### src/sv/spibs_pkg.sv
// spibs_pkg: widths, codes and divider-setting tables for the serial-clock divider search
// shared by spibs_div, spi_baud_setting_search and spibs_checker; no dependencies
package spibs_pkg;

  // field widths
  localparam int CLK_W      = 29;
  localparam int TARGET_W   = 31;
  localparam int RATE_W     = 26;
  localparam int CEIL_W     = 28;
  localparam int RES_W      = 34;
  localparam int IN_TDATA_W = 32;
  localparam int OUT_TDATA_W = 40;

  // shared divider widths
  localparam int NUM_W = CLK_W + 1;
  localparam int DEN_W = 20;
  localparam int CNT_W = $clog2(NUM_W);

  // setting index: double-rate bit, prescaler code, scaler code
  localparam int IDX_W = 7;
  localparam logic [IDX_W-1:0] IDX_LAST = 7'd127;

  localparam logic [CLK_W-1:0] CLOCK_RESET = 29'd100000000;
  localparam logic [DEN_W-1:0] CEIL_DEN    = 20'd3;

  // scaler codes whose values differ from the plain power of two 1 << code
  localparam logic [3:0] SCL_TWO  = 4'd0;
  localparam logic [3:0] SCL_FOUR = 4'd1;
  localparam logic [3:0] SCL_SIX  = 4'd2;

  localparam logic [2:0] PRESC_VAL [4] = '{3'd2, 3'd3, 3'd5, 3'd7};

  typedef struct packed {
    logic             start;
    logic [NUM_W-1:0] num;
    logic [DEN_W-1:0] den;
  } div_req_t;

  typedef struct packed {
    logic             done;
    logic [NUM_W-1:0] quot;
  } div_rsp_t;

  // divisor 4 * prescale * scaler of one setting
  function automatic logic [DEN_W-1:0] setting_den(logic [1:0] pcode, logic [3:0] scode);
    logic [15:0]      scal;
    logic [DEN_W-1:0] prod;
    case (scode)
      SCL_TWO:  scal = 16'd2;
      SCL_FOUR: scal = 16'd4;
      SCL_SIX:  scal = 16'd6;
      default:  scal = 16'd1 << scode;
    endcase
    prod = DEN_W'(PRESC_VAL[pcode]) * DEN_W'(scal);
    return {prod[DEN_W-3:0], 2'b00};
  endfunction

endpackage

### src/sv/spibs_div.sv
// spibs_div: radix-2 restoring divider, one quotient bit per cycle
// depends on spibs_pkg for widths and the request/response structs
module spibs_div import spibs_pkg::*; (
  input  logic     clk,
  input  logic     rst,
  input  div_req_t req,
  output div_rsp_t rsp
);

  logic             busy;
  logic             done;
  logic [CNT_W-1:0] cnt;
  logic [DEN_W-1:0] rem;
  logic [NUM_W-1:0] quo;
  logic [DEN_W-1:0] den_r;

  // one shift-subtract step
  logic [DEN_W:0]   rem_sh;
  logic [DEN_W:0]   diff;
  logic             fits;

  assign rem_sh = {rem, quo[NUM_W-1]};
  assign diff   = rem_sh - {1'b0, den_r};
  assign fits   = ~diff[DEN_W];

  always_ff @(posedge clk) begin
    if (rst) begin
      busy <= 1'b0;
      done <= 1'b0;
      cnt  <= '0;
    end else begin
      done <= 1'b0;
      if (!busy) begin
        if (req.start) begin
          busy  <= 1'b1;
          cnt   <= '0;
          rem   <= '0;
          quo   <= req.num;
          den_r <= req.den;
        end
      end else begin
        rem <= fits ? diff[DEN_W-1:0] : rem_sh[DEN_W-1:0];
        quo <= {quo[NUM_W-2:0], fits};
        cnt <= cnt + 1'b1;
        if (cnt == CNT_W'(NUM_W - 1)) begin
          busy <= 1'b0;
          done <= 1'b1;
        end
      end
    end
  end

  assign rsp = '{done: done, quot: quo};

endmodule

### src/sv/spi_baud_setting_search.sv
// spi_baud_setting_search: top level of the serial-clock divider setting search
// depends on spibs_pkg and spibs_div
//
// Usage:
//   s_* channel takes one request; s_tdata[30:0] is the requested rate in hertz.
//   m_* channel returns one result per request (fields in the m_tdata comment).
//   cfg_we/cfg_wdata write the module clock frequency in hertz (reset 100000000);
//   write it only while no request is in flight.
// Timing:
//   a request runs one division for the clock/3 ceiling and then one for each
//   of the 128 settings, every division on the one shared radix-2 divider.
//   s_tready is high only while the sequencer is idle, so one request is worked
//   at a time. The result sits in an output register; a new request is taken
//   while it waits, and the next result holds back until the receiver takes it.
// Reset:
//   rst (synchronous) returns the sequencer to idle, drops m_tvalid and loads
//   the reset clock frequency.
module spi_baud_setting_search import spibs_pkg::*; (
  input  logic                   clk,
  input  logic                   rst,
  input  logic                   cfg_we,
  input  logic [CLK_W-1:0]       cfg_wdata,
  input  logic                   s_tvalid,
  output logic                   s_tready,
  input  logic [IN_TDATA_W-1:0]  s_tdata,   // [30:0] target_rate
  output logic                   m_tvalid,
  input  logic                   m_tready,
  output logic [OUT_TDATA_W-1:0] m_tdata    // [0] found, [2:1] prescale_code,
                                            // [6:3] scaler_code, [7] double_rate,
                                            // [33:8] achieved_rate
);

  typedef enum logic [1:0] {S_IDLE, S_CEIL, S_CAND, S_OUT} state_t;

  state_t              state;
  logic [CLK_W-1:0]    clock_hz;
  logic [TARGET_W-1:0] target;
  logic [CEIL_W-1:0]   ceiling;
  logic [IDX_W-1:0]    idx;
  logic                have;
  logic [RATE_W-1:0]   best_rate;
  logic [1:0]          best_p;
  logic [3:0]          best_s;
  logic                best_d;

  div_req_t div_req;
  div_rsp_t div_rsp;

  spibs_div u_div (
    .clk (clk),
    .rst (rst),
    .req (div_req),
    .rsp (div_rsp)
  );

  // configuration register
  always_ff @(posedge clk) begin
    if (rst) begin
      clock_hz <= CLOCK_RESET;
    end else if (cfg_we) begin
      clock_hz <= cfg_wdata;
    end
  end

  // next setting operands
  logic [IDX_W-1:0] idx_next;
  logic [NUM_W-1:0] num_next;
  logic [DEN_W-1:0] den_next;

  assign idx_next = idx + 1'b1;
  assign num_next = idx_next[6] ? {clock_hz, 1'b0} : {1'b0, clock_hz};
  assign den_next = setting_den(idx_next[5:4], idx_next[3:0]);

  // candidate check: within ceiling and request, strictly better than best
  logic take;
  assign take = (div_rsp.quot <= {2'b00, ceiling})
             && ({1'b0, div_rsp.quot} <= target)
             && (!have || (div_rsp.quot > {4'b0000, best_rate}));

  // divider launch: ceiling on a request, then each setting after the last one ends
  logic launch;
  assign launch = (state == S_IDLE && s_tvalid)
               || (state == S_CEIL && div_rsp.done)
               || (state == S_CAND && div_rsp.done && idx != IDX_LAST);

  assign s_tready = (state == S_IDLE);

  // sequencer
  always_ff @(posedge clk) begin
    if (rst) begin
      state         <= S_IDLE;
      m_tvalid      <= 1'b0;
      div_req.start <= 1'b0;
      have          <= 1'b0;
    end else begin
      div_req.start <= launch;
      if (m_tvalid && m_tready && state != S_OUT) begin
        m_tvalid <= 1'b0;
      end
      case (state)
        S_IDLE: begin
          if (s_tvalid) begin
            target        <= s_tdata[TARGET_W-1:0];
            have          <= 1'b0;
            best_rate     <= '0;
            best_p        <= '0;
            best_s        <= '0;
            best_d        <= 1'b0;
            div_req.num   <= {1'b0, clock_hz};
            div_req.den   <= CEIL_DEN;
            state         <= S_CEIL;
          end
        end
        S_CEIL: begin
          if (div_rsp.done) begin
            ceiling       <= div_rsp.quot[CEIL_W-1:0];
            idx           <= '0;
            div_req.num   <= {1'b0, clock_hz};
            div_req.den   <= setting_den(2'd0, 4'd0);
            state         <= S_CAND;
          end
        end
        S_CAND: begin
          if (div_rsp.done) begin
            if (take) begin
              have      <= 1'b1;
              best_rate <= div_rsp.quot[RATE_W-1:0];
              best_d    <= idx[6];
              best_p    <= idx[5:4];
              best_s    <= idx[3:0];
            end
            if (idx == IDX_LAST) begin
              state <= S_OUT;
            end else begin
              idx           <= idx_next;
              div_req.num   <= num_next;
              div_req.den   <= den_next;
            end
          end
        end
        S_OUT: begin
          if (!m_tvalid || m_tready) begin
            m_tvalid <= 1'b1;
            m_tdata  <= {{(OUT_TDATA_W-RES_W){1'b0}}, best_rate, best_d, best_s, best_p, have};
            state    <= S_IDLE;
          end
        end
        default: begin
          state <= S_IDLE;
        end
      endcase
    end
  end

endmodule

### config.mk
export PLATFORM = sky130hd
export DESIGN_NAME = spi_baud_setting_search
export DESIGN_NICKNAME = d
export VERILOG_FILES = /design/src/sv/spibs_pkg.sv /design/src/sv/spibs_div.sv /design/src/sv/spi_baud_setting_search.sv
export SDC_FILE = /design/constraint.sdc
export NUM_CORES = 1
export LEC_CHECK = 0
export ABC_AREA = 1
export BUFFER_PORTS_ARGS = -buffer_cell sky130_fd_sc_hd__buf_4
export CAP_MARGIN = 0
export CORE_MARGIN = 5
export CORE_UTILIZATION = 55
export CTS_CLUSTER_DIAMETER = 120
export DETAILED_ROUTE_END_ITERATION = 7
export PLACE_DENSITY = 0.72
export SYNTH_ARGS = -nofsm -noshare
export SYNTH_HDL_FRONTEND = slang
export SYNTH_SLANG_ARGS = --single-unit
### constraint.sdc
create_clock -name clk -period 8.6 [get_ports clk]
set_input_delay 0.86 -clock clk [delete_from_list [all_inputs] [get_ports clk]]
set_output_delay 0.86 -clock clk [all_outputs]
set_load 0.005 [all_outputs]
==> impl_metrics.csv, run 1 <==
group,metric,value,unit
run_status,outcome,"finished clean",
floorplanning,chipWidth,180,µm
power_and_ir_drop,powerDensity,232,nW/µm²
critical_path,worstSetupPathType,"reg2reg",
floorplanning,dieArea,32300,µm²
clock_network,cts-resized-gates,0,
layout,layout-drive-gt1-share,0.116,
layout,layout_common_cells,"372 x nand2_1, 299 x inv_1, 251 x edfxtp_1, 132 x ha_1, 115 x nor2_1",
drt,wl_per_cell,15.6,µm
timing,slew_viol_final,0,
clock_network,clk_pin_slew,0.06,ns
drt,drc,0,
clock_network,cts_buffers,31,
timing,post-route-min-period,4.44,ns
layout,instances_no_fill,2181,
layout,syn_to_final_growth,13.7,%
clock_network,clock_path_buffers,3,
critical_path,arrival,4.75,ns
timing,max_freq,225,MHz
floorplanning,floorplan.initialDensity,0.554,
timing,holdWs,0.418,ns
global_routing,grt_pass1_vias,11273,
yosys,synthCells,1665,
drt,first_pass_iters,6,
yosys,synth_area,15900,µm²
clock_network,clk_latency,0.56,ns
critical_path,rr_worst_depth,15,
clock_network,hold_buffers,0,
timing,fin_setup_tns,0,ns
clock_network,cts_tree,"yes",
floorplanning,coreArea,28600,µm²
placed_design,numPortBuffers,100,
drt,vias,11376,
yosys,yosysTopAreaCell,"edfxtp_1",
yosys,synth_top_flop_cell,"edfxtp_1",
yosys,synth_async_sr_flop_share,0,
placed_design,dp_slack,4.18,ns
drt,totalWireLength,34.1,mm
yosys,syn_area_per_cell,9.53,µm²
critical_path,cp-start-kind,"flop",
yosys,synth_top_area_frac,0.475,
drt,drtIter0Drc,825,
timing,tightest_slew,1.20,ns
timing,fin_crit_sh,0.516,
floorplanning,ios,108,
hold_path,min_delay_path_depth,0,
critical_path,critPathCaptureType,"flop",
timing,slew_headroom,0.198,
yosys,ys_seq_elements,292,
power_and_ir_drop,power_leakage,8.27,nW
clock_network,cts.sinks,292,
floorplanning,placementRows,62,
global_routing,grt_pass1_wl,56.0,mm
timing,skew,0.0167,ns
timing,setup_viol,0,
yosys,synth_warnings,0,
power_and_ir_drop,ir_drop,0.000197,V
drt,final_antenna_net_count,0,
timing,rsz0062_at_grt,"no",
critical_path,worst_ep_required_time,8.91,ns
yosys,synth-edff-count,251,
floorplanning,die_height,180,µm
critical_path,cp_max_fo,16,
run,maxCapViolCount,0,
timing,hold_violations,0,
global_routing,grt_usage,0.208,
global_routing,overflow,0,
global_routing,grt_max_degree,53,
layout,nNetsFinal,1986,
layout,diodes,0,
clock_network,htreeDepth,1,
placed_design,hpwl,24.4,mm
clock_network,postCtsSetupBuffers,0,
hold_path,hp-class,"reg2reg",
placed_design,place.gp.congestion,0.857,
placed_design,placed_cells,2123,
yosys,synth_area_leaders,"edfxtp_1 48%, ha_1 10%, nand2_1 8.8%",
timing,layout_setup_ws,4.16,ns
drt,via_per_inst,5.22,
yosys,ys_seq_area_frac,0.527,
global_routing,antenna_found_initial,0,
clock_network,cts_root_buf,"clkbuf_16",
yosys,ys_types,51,
layout,mostFrequentLayoutCell,"nand2_1",
## layer usage
layer  share of wire  vias up  global-route usage  routed length, µm
met4           0.018        0              0.0433                614
met5               0        -                   0                  0
met2            0.48      285               0.355              16300
li1                -     5696                   -                  -
met3           0.053       48              0.0271               1800
met1            0.45     5347               0.289              15400
## path summary, 6_finish.rpt
kind / slack [ns] / startpoint / end
hold reg to reg: 0.42 / div_req[8] / u_div.den_r[8]
setup reg to reg: 4.16 / idx[0] / div_req[18]
setup / recovery: 4.16 / idx[0] / div_req[18]
hold / removal: 0.42 / div_req[8] / u_div.den_r[8]
## cells in the mapped netlist (5+ instances only)
cell type / number
xor2_1: 11
o21a_1: 7
o22ai_1: 29
inv_1: 299
o21ai_1: 16
clkbuf_1: 23
o21ai_0: 66
edfxtp_1: 251
nand4_1: 9
nor3_1: 15
nand2_1: 372
dfxtp_1: 41
nor2_1: 118
buf_4: 8
a21oi_2: 10
nor2_2: 11
fa_1: 16
a21oi_1: 111
a21o_1: 6
inv_2: 5
nand3b_1: 8
nand3_1: 41
ha_1: 132
## cells by family (layout without fill, tap and decap cells)
group                      count (synthesis)  after routing  synth area share
xor gates and xnor gates                  16             16           0.00931
other                                      2              9          0.000473
DFF                                      292            292             0.527
buffers and inverters                    350            475            0.0892
and+or+nand+nor                          588            588             0.153
adders and majority gates                148            148             0.124
AOI/OAI and AO/OA                        269            269            0.0965
## critical path, stage by stage, from the launching register on
cell	delay (ns)
edfxtp_1	0.51
nand4_1	0.17
nor2_1	0.20
xor2_2	0.57
nand2_1	0.48
nand2_1	0.21
fa_1	0.48
fa_1	0.44
inv_1	0.09
nand3_1	0.09
nand2_1	0.11
nand2_1	0.08
a31oi_1	0.38
nand3_1	0.17
a21oi_1	0.17
nor2_1	0.06
## power by group
group / leakage (nW) / total, mW / switching, mW / internal (mW)
registers: 2.66 / 1.94 / 0.0973 / 1.84
logic: 5.10 / 0.886 / 0.589 / 0.297
clock network: 0.505 / 1.36 / 0.544 / 0.812
total: 8.27 / 4.18 / 1.23 / 2.95
## area by class of cell
type	instances	area, µm²
Clock inverter	20	205
Tap cell	384	480
Timing Repair Buffer	111	833
Inverter	306	1150
Multi-Input combinational cell	1030	6160
Fill cell	2316	10600
Sequential cell	292	8360
Clock buffer	38	842
## state kept, by name, indices dropped and copies added, names as in the netlist, 2 cells and up
name / count
u_div.cnt: 5
idx: 7
clock_hz: 29
u_div.den_r: 19
state: 2
best_p: 2
ceiling: 28
u_div.quo: 30
target: 31
div_req: 50
best_rate: 26
u_div.rem: 20
m_tdata: 34
best_s: 4
## per-stage QoR
stage	utilization	cell area, µm²	power (mW)
finish	0.630	18000	4.18
global route	0.630	18000	4.41
CTS	0.630	18000	4.21
detailed placement	0.593	17000	2.85
global placement	0.593	17000	2.82
floorplan	-	15900	2.59
Power figures use the tool's default switching activity.
==> run 2, diff against run 1 <==
--- a/config.mk
+++ b/config.mk
@@ -5,11 +5,11 @@
 export SDC_FILE = /design/constraint.sdc
 export NUM_CORES = 1
 export LEC_CHECK = 0
-export ABC_AREA = 1
+export ABC_AREA = 0
 export BUFFER_PORTS_ARGS = -buffer_cell sky130_fd_sc_hd__buf_4
 export CAP_MARGIN = 0
 export CORE_MARGIN = 5
-export CORE_UTILIZATION = 55
+export CORE_UTILIZATION = 57
 export CTS_CLUSTER_DIAMETER = 120
 export DETAILED_ROUTE_END_ITERATION = 7
 export PLACE_DENSITY = 0.72
==> constraint.sdc (replaced) <==
create_clock -name clk -period 4.1 [get_ports clk]
set_input_delay 0.41 -clock clk [delete_from_list [all_inputs] [get_ports clk]]
set_output_delay 0.41 -clock clk [all_outputs]
set_load 0.005 [all_outputs]
==> run 2 against run 1 <==
Against the previous run: sequential power is 110% higher; register-to-register slack worse by 4.1 ns; global-route usage is 0.87 points lower; cell count is 17% lower; setup slack worse by 4.1 ns; design area is 0.17% higher; synthesized cell count is 22% lower; highest routed layer unchanged; critical path depth is 2 higher.
==> impl_metrics.csv, run 2 <==
group,metric,value,unit
layout,final_util,0.676,
clock_network,cts_buffers,34,
yosys,ys_seq_area_frac,0.545,
yosys,synth-xor-area-share,0.0201,
yosys,synth_warnings,0,
yosys,synth_mux_area_frac,0.0435,
critical_path,crit_buf_inv,2,
clock_network,htreeDepth,2,
yosys,synth_area_leaders,"edfxtp_1 49%, ha_1 11%, dfxtp_1 5.3%",
placed_design,numPortBuffers,100,
yosys,syn_area_per_cell,11.9,µm²
floorplanning,placementRows,60,
critical_path,arrival,4.29,ns
clock_network,cts_root_buf,"clkbuf_16",
placed_design,hpwl,21.2,mm
drt,wl_per_cell,16.2,µm
yosys,synth_area,15300,µm²
layout,largest_register,"div_req",
critical_path,crit_path_top_delay_cell,"fa_1",
clock_network,clk_pin_slew,0.06,ns
floorplanning,dieArea,30300,µm²
yosys,synthAdderAreaFrac,0.129,
layout,layout_common_cells,"251 x edfxtp_1, 155 x inv_1, 153 x buf_4, 127 x ha_1, 87 x nor2_1",
power_and_ir_drop,powerDensity,499,nW/µm²
clock_network,clk_latency,0.52,ns
layout,nNetsFinal,1665,
yosys,synth_commonest_cells,"251 x edfxtp_1, 155 x inv_1, 132 x ha_1",
yosys,ys_types,67,
global_routing,antenna_found_initial,0,
critical_path,path_cells,"ha_4 -> xnor2_2 -> nand2_2 -> nor4bb_4 -> buf_4 -> nand2_1 -> fa_1 -> inv_1 -> ha_4 -> a21o_1 -> a2111oi_4 -> o211ai_1 -> a41o_1 -> a21o_1 -> a21oi_2 -> xnor2_1 -> nor2_1",
timing,tightest_slew,0.829,ns
yosys,yosysTopAreaCell,"edfxtp_1",
timing,slew_viol_final,0,
critical_path,worst_ep_required_time,4.35,ns
critical_path,path_delay_family,"compound AO/OA/AOI/OAI gates",
hold_path,hp-class,"in2reg",
drt,via_per_inst,5.41,
global_routing,grt_usage,0.200,
drt,first_pass_iters,6,
yosys,synth_top_family_by_area,"adder cells",
layout,top_regs,"div_req (50), m_tdata (34), target (31)",
layout,multi_input_area,6420,µm²
timing,post-route-min-period,4.04,ns
layout,largest_register_ffs,50,
drt,final_antenna_net_count,0,
critical_path,cp_max_fo,4,
run,maxCapViolCount,0,
clock_network,clock_path_buffers,3,
yosys,synth_async_sr_flop_share,0,
timing,fin_setup_tns,0,ns
yosys,synth_compound_area_frac,0.0966,
timing,hold_violations,0,
placed_design,place.gp.congestion,0.840,
layout,mostFrequentLayoutCell,"edfxtp_1",
drt,totalWireLength,29.5,mm
power_and_ir_drop,p_seq_frac,0.462,
floorplanning,coreArea,26700,µm²
critical_path,max_stage_delay,0.50,ns
timing,max_freq,248,MHz
layout,register_area,8360,µm²
power_and_ir_drop,p_sw,2.57,mW
floorplanning,ios,108,
power_and_ir_drop,ir_drop,0.000323,V
timing,rsz0062_at_grt,"yes",
clock_network,cts_tree,"yes",
drt,drc,0,
power_and_ir_drop,power,9.01,mW
global_routing,grt_pass1_wl,50.0,mm
timing,fin_crit_sh,0.984,
yosys,ys_seq_elements,292,
timing,skew,0.0196,ns
global_routing,grt_max_degree,63,
layout,syn_to_final_growth,17.8,%
critical_path,cp-start-kind,"flop",
yosys,synth_top_area_frac,0.491,
floorplanning,die_height,174,µm
power_and_ir_drop,p_int,6.44,mW
global_routing,overflow,0,
yosys,synth-edff-count,251,
layout,final_cell_area,18100,µm²
drt,drtIter0Drc,442,
placed_design,placedInstanceArea,16800,µm²
power_and_ir_drop,power_leakage,7.67,nW
timing,slew_headroom,0.448,
global_routing,grt_pass1_vias,10109,
yosys,synth.most_common_cell,"edfxtp_1",
power_and_ir_drop,p_sw_frac,0.285,
floorplanning,chipWidth,174,µm
drt,vias,9831,
critical_path,critPathCaptureType,"flop",
critical_path,worstSetupPathType,"reg2reg",
power_and_ir_drop,clkPwrFrac,0.317,
clock_network,hold_buffers,0,
yosys,synth-simple-area-share,0.115,
floorplanning,floorplan.initialDensity,0.574,
run_status,outcome,"finished clean",
power_and_ir_drop,p_comb_frac,0.220,
yosys,synth_top_flop_cell,"edfxtp_1",
layout,layout-drive-gt1-share,0.186,
layout,fillerInstances,1982,
timing,holdWs,0.0638,ns
yosys,synthCells,1293,
clock_network,cts.sinks,292,
timing,setup_viol,0,
layout,diodes,0,
run 2: changes by cell type after synthesis, sizes merged, moves of 18 or more:
cell / before / now
nand2: 378 / 68
inv: 305 / 155
a21oi: 121 / 48
o21ai: 86 / 31
and2: 0 / 49
nor2b: 0 / 40
nor2: 129 / 92
mux2i: 0 / 33
mux2: 0 / 30
a22o: 0 / 28
o22ai: 29 / 3
a21o: 6 / 30
xnor2: 4 / 22
run 2: kinds of logic (layout without fill, tap and decap cells):
kind of cell | after synthesis | after routing
flops | 292 | 292
xor+xnor | 33 | 33
simple gates | 349 | 349
fa+ha+maj | 148 | 148
mux | 63 | 63
compound gates | 209 | 209
buf+inv | 197 | 374
other cells | 2 | 9
run 2: per-layer routing:
metal / vias up / wire (µm) / global-route usage
li1: 4916 / - / -
met1: 4648 / 14100 / 0.287
met2: 214 / 13400 / 0.317
met3: 53 / 1450 / 0.0313
met4: 0 / 653 / 0.0594
met5: - / 0 / 0
run 2: worst paths after layout:
| kind | startpoint | to | slack (ns) | depth (start not counted) |
|---|---|---|---|---|
| worst max-delay path | idx[0] | div_req[19] | 0.06 | 17 |
| worst min-delay path | s_tdata[26] | target[26] | 0.06 | 1 |
| worst max register to register | idx[0] | div_req[19] | 0.06 | 17 |
| worst min register to register | div_req[8] | u_div.den_r[8] | 0.42 | 0 |
run 2: what timing repair did:
| item | CTS | global route |
|---|---|---|
| endpoints found under the hold margin | 0 | 0 |
| endpoints found under the setup margin | 2 | 7 |
| gates resized for setup | 9 | 23 |
| buffers inserted | 8 | 2 |
| pin swaps | 14 | 20 |
run 2: final cells by class:
class / instances / area share
Multi-Input combinational cell: 811 / 0.355
Clock inverter: 20 / 0.0108
Tap cell: 341 / 0.0236
Sequential cell: 292 / 0.463
Inverter: 155 / 0.0322
Timing Repair Buffer: 157 / 0.0666
Clock buffer: 42 / 0.0488
run 2: power by group through the flow:
stage	registers [mW]	clock network, mW	logic [mW]
final	4.17	2.86	1.99
after global routing	4.22	3.08	2.24
after CTS	4.17	2.92	2.00
after detailed placement	4.23	0	1.98
after global placement	4.21	0	1.92
after floorplan	4.11	0	1.50
run 2: per-stage QoR:
step           std cells  setup WS, ns
2_1_floorplan       1300       0.00234
3_3_place_gp        1746       -0.0972
3_5_place_dp        1746        -0.128
4_1_cts             1816        0.0113
5_1_grt             1818        -0.179
6_report            1818        0.0636
==> run 3, diff against run 2 <==
--- a/config.mk
+++ b/config.mk
@@ -12,7 +12,9 @@
 export CORE_UTILIZATION = 57
 export CTS_CLUSTER_DIAMETER = 120
 export DETAILED_ROUTE_END_ITERATION = 7
+export MAX_ROUTING_LAYER = met4
 export PLACE_DENSITY = 0.72
+export SLEW_MARGIN = 20
 export SYNTH_ARGS = -nofsm -noshare
 export SYNTH_HDL_FRONTEND = slang
 export SYNTH_SLANG_ARGS = --single-unit
==> run 3 against run 2 <==
Against the previous run: setup slack hardly changed; design area stayed put; clock skew hardly changed; worst hold slack barely moved; global-route usage up 0.61 points; non-clock buffer count stayed put; via count about the same; cell count did not move; critical endpoint unchanged; largest cell class unchanged; highest routed layer unchanged.
==> impl_metrics.csv, run 3 (synthesis gave the netlist of run 2 again) <==
group,metric,value,unit
floorplanning,floorplan.initialDensity,0.574,
floorplanning,chipWidth,174,µm
timing,slew_viol_final,0,
layout,top_regs,"div_req (50), m_tdata (34), target (31)",
timing,tightest_slew,0.823,ns
drt,drc,0,
drt,via_per_inst,5.41,
drt,wl_per_cell,16.2,µm
timing,hold_violations,0,
layout,fillerInstances,1982,
layout,syn_to_final_growth,17.8,%
clock_network,clk_pin_slew,0.06,ns
timing,rsz0062_at_grt,"yes",
placed_design,place.gp.congestion,0.853,
layout,register_area,8360,µm²
timing,fin_setup_tns,0,ns
drt,dr_wl_met3,1.31,mm
global_routing,grt_pass1_vias,10101,
placed_design,numPortBuffers,100,
layout,final_util,0.676,
floorplanning,dieArea,30300,µm²
layout,diodes,0,
timing,fin_crit_sh,0.984,
run_status,outcome,"finished clean",
run,maxCapViolCount,0,
floorplanning,coreArea,26700,µm²
clock_network,clock_path_buffers,3,
clock_network,cts_root_buf,"clkbuf_16",
floorplanning,ios,108,
drt,final_antenna_net_count,0,
drt,first_pass_iters,5,
drt,top_layer_used,"met4",
clock_network,hold_buffers,0,
critical_path,cp-start-kind,"flop",
global_routing,grt_max_degree,63,
timing,slew_headroom,0.451,
floorplanning,placementRows,60,
drt,wirelength_met1,14.2,mm
power_and_ir_drop,power_leakage,7.67,nW
global_routing,grt_pass1_wl,50.0,mm
clock_network,cts.sinks,292,
layout,instances_no_fill,1818,
power_and_ir_drop,powerDensity,499,nW/µm²
critical_path,critPathCaptureType,"flop",
timing,setup_viol,0,
placed_design,hpwl,21.2,mm
timing,skew,0.0198,ns
power_and_ir_drop,ir_drop,0.000323,V
drt,dr_wl_met2,13.3,mm
layout,nNetsFinal,1665,
critical_path,worstSetupPathType,"reg2reg",
layout,mostFrequentLayoutCell,"edfxtp_1",
clock_network,cts_buffers,34,
critical_path,cp_max_fo,4,
critical_path,arrival,4.29,ns
critical_path,worst_ep_required_time,4.35,ns
layout,multi_input_area,6420,µm²
floorplanning,die_height,174,µm
clock_network,cts_tree,"yes",
timing,holdWs,0.0642,ns
placed_design,placed_cells,1746,
timing,post-route-min-period,4.04,ns
global_routing,antenna_found_initial,0,
layout,layout_common_cells,"251 x edfxtp_1, 155 x inv_1, 153 x buf_4, 127 x ha_1, 87 x nor2_1",
global_routing,overflow,0,
hold_path,hp-class,"in2reg",
timing,max_freq,248,MHz
layout,largest_register,"div_req",
clock_network,htreeDepth,2,
drt,drtIter0Drc,514,
drt,vias,9834,
drt,totalWireLength,29.5,mm
global_routing,grt_usage,0.206,
layout,layout-drive-gt1-share,0.186,
layout,largest_register_ffs,50,
clock_network,clk_latency,0.52,ns
## run 3: path summary, 6_finish.rpt
| check | startpoint | to | slack (ns) | cells after the start |
|---|---|---|---|---|
| worst max-delay path | idx[0] | div_req[19] | 0.06 | 17 |
| worst min-delay path | s_tdata[26] | target[26] | 0.06 | 1 |
| worst max register to register | idx[0] | div_req[19] | 0.06 | 17 |
| worst min register to register | div_req[8] | u_div.den_r[8] | 0.42 | 0 |
## run 3: worst max-delay path, cell delays in order (launching register included)
cell and delay (ns):
edfxtp_1 0.47, ha_4 0.22, xnor2_2 0.19, nand2_2 0.10
nor4bb_4 0.28, buf_4 0.15, nand2_1 0.06, fa_1 0.50
inv_1 0.06, ha_4 0.24, a21o_1 0.22, a2111oi_4 0.39
o211ai_1 0.17, a41o_1 0.25, a21o_1 0.16, a21oi_2 0.13
xnor2_1 0.12, nor2_1 0.05
## run 3: routing by layer
layer	global-route usage	up-vias
met5	-	-
met2	0.317	205
met4	0.0594	0
li1	-	4924
met3	0.0287	58
met1	0.288	4647
## run 3: cell type report
cell class	instances	share of cell area
inverters	155	0.0322
multi-input cells	811	0.355
repair buffers	157	0.0666
clock inverters	20	0.0108
clock buffers	42	0.0488
flip-flops and latches	292	0.463
well taps	341	0.0236
## run 3: timing repair
item                                   in CTS  in global routing
pin swaps                                  14                 20
resized for setup                           9                 23
setup endpoints to repair                   2                  7
buffers inserted                            8                  2
endpoints found under the hold margin       0                  0
## run 3: report_power, final
part	switching [mW]	internal [mW]	leakage, nW
registers	0.266	3.90	2.67
logic	1.12	0.862	4.50
clock network	1.18	1.68	0.501
total	2.57	6.44	7.67
## run 3: per-stage QoR
stage | setup slack (ns) | cell area [µm²] | total power [mW]
after floorplan | 0.00234 | 15400 | 5.60
final | 0.0638 | 18100 | 9.01
after CTS | 0.0113 | 18000 | 9.10
after global placement | -0.0972 | 16800 | 6.13
after global routing | -0.179 | 18100 | 9.54
after detailed placement | -0.128 | 16800 | 6.21
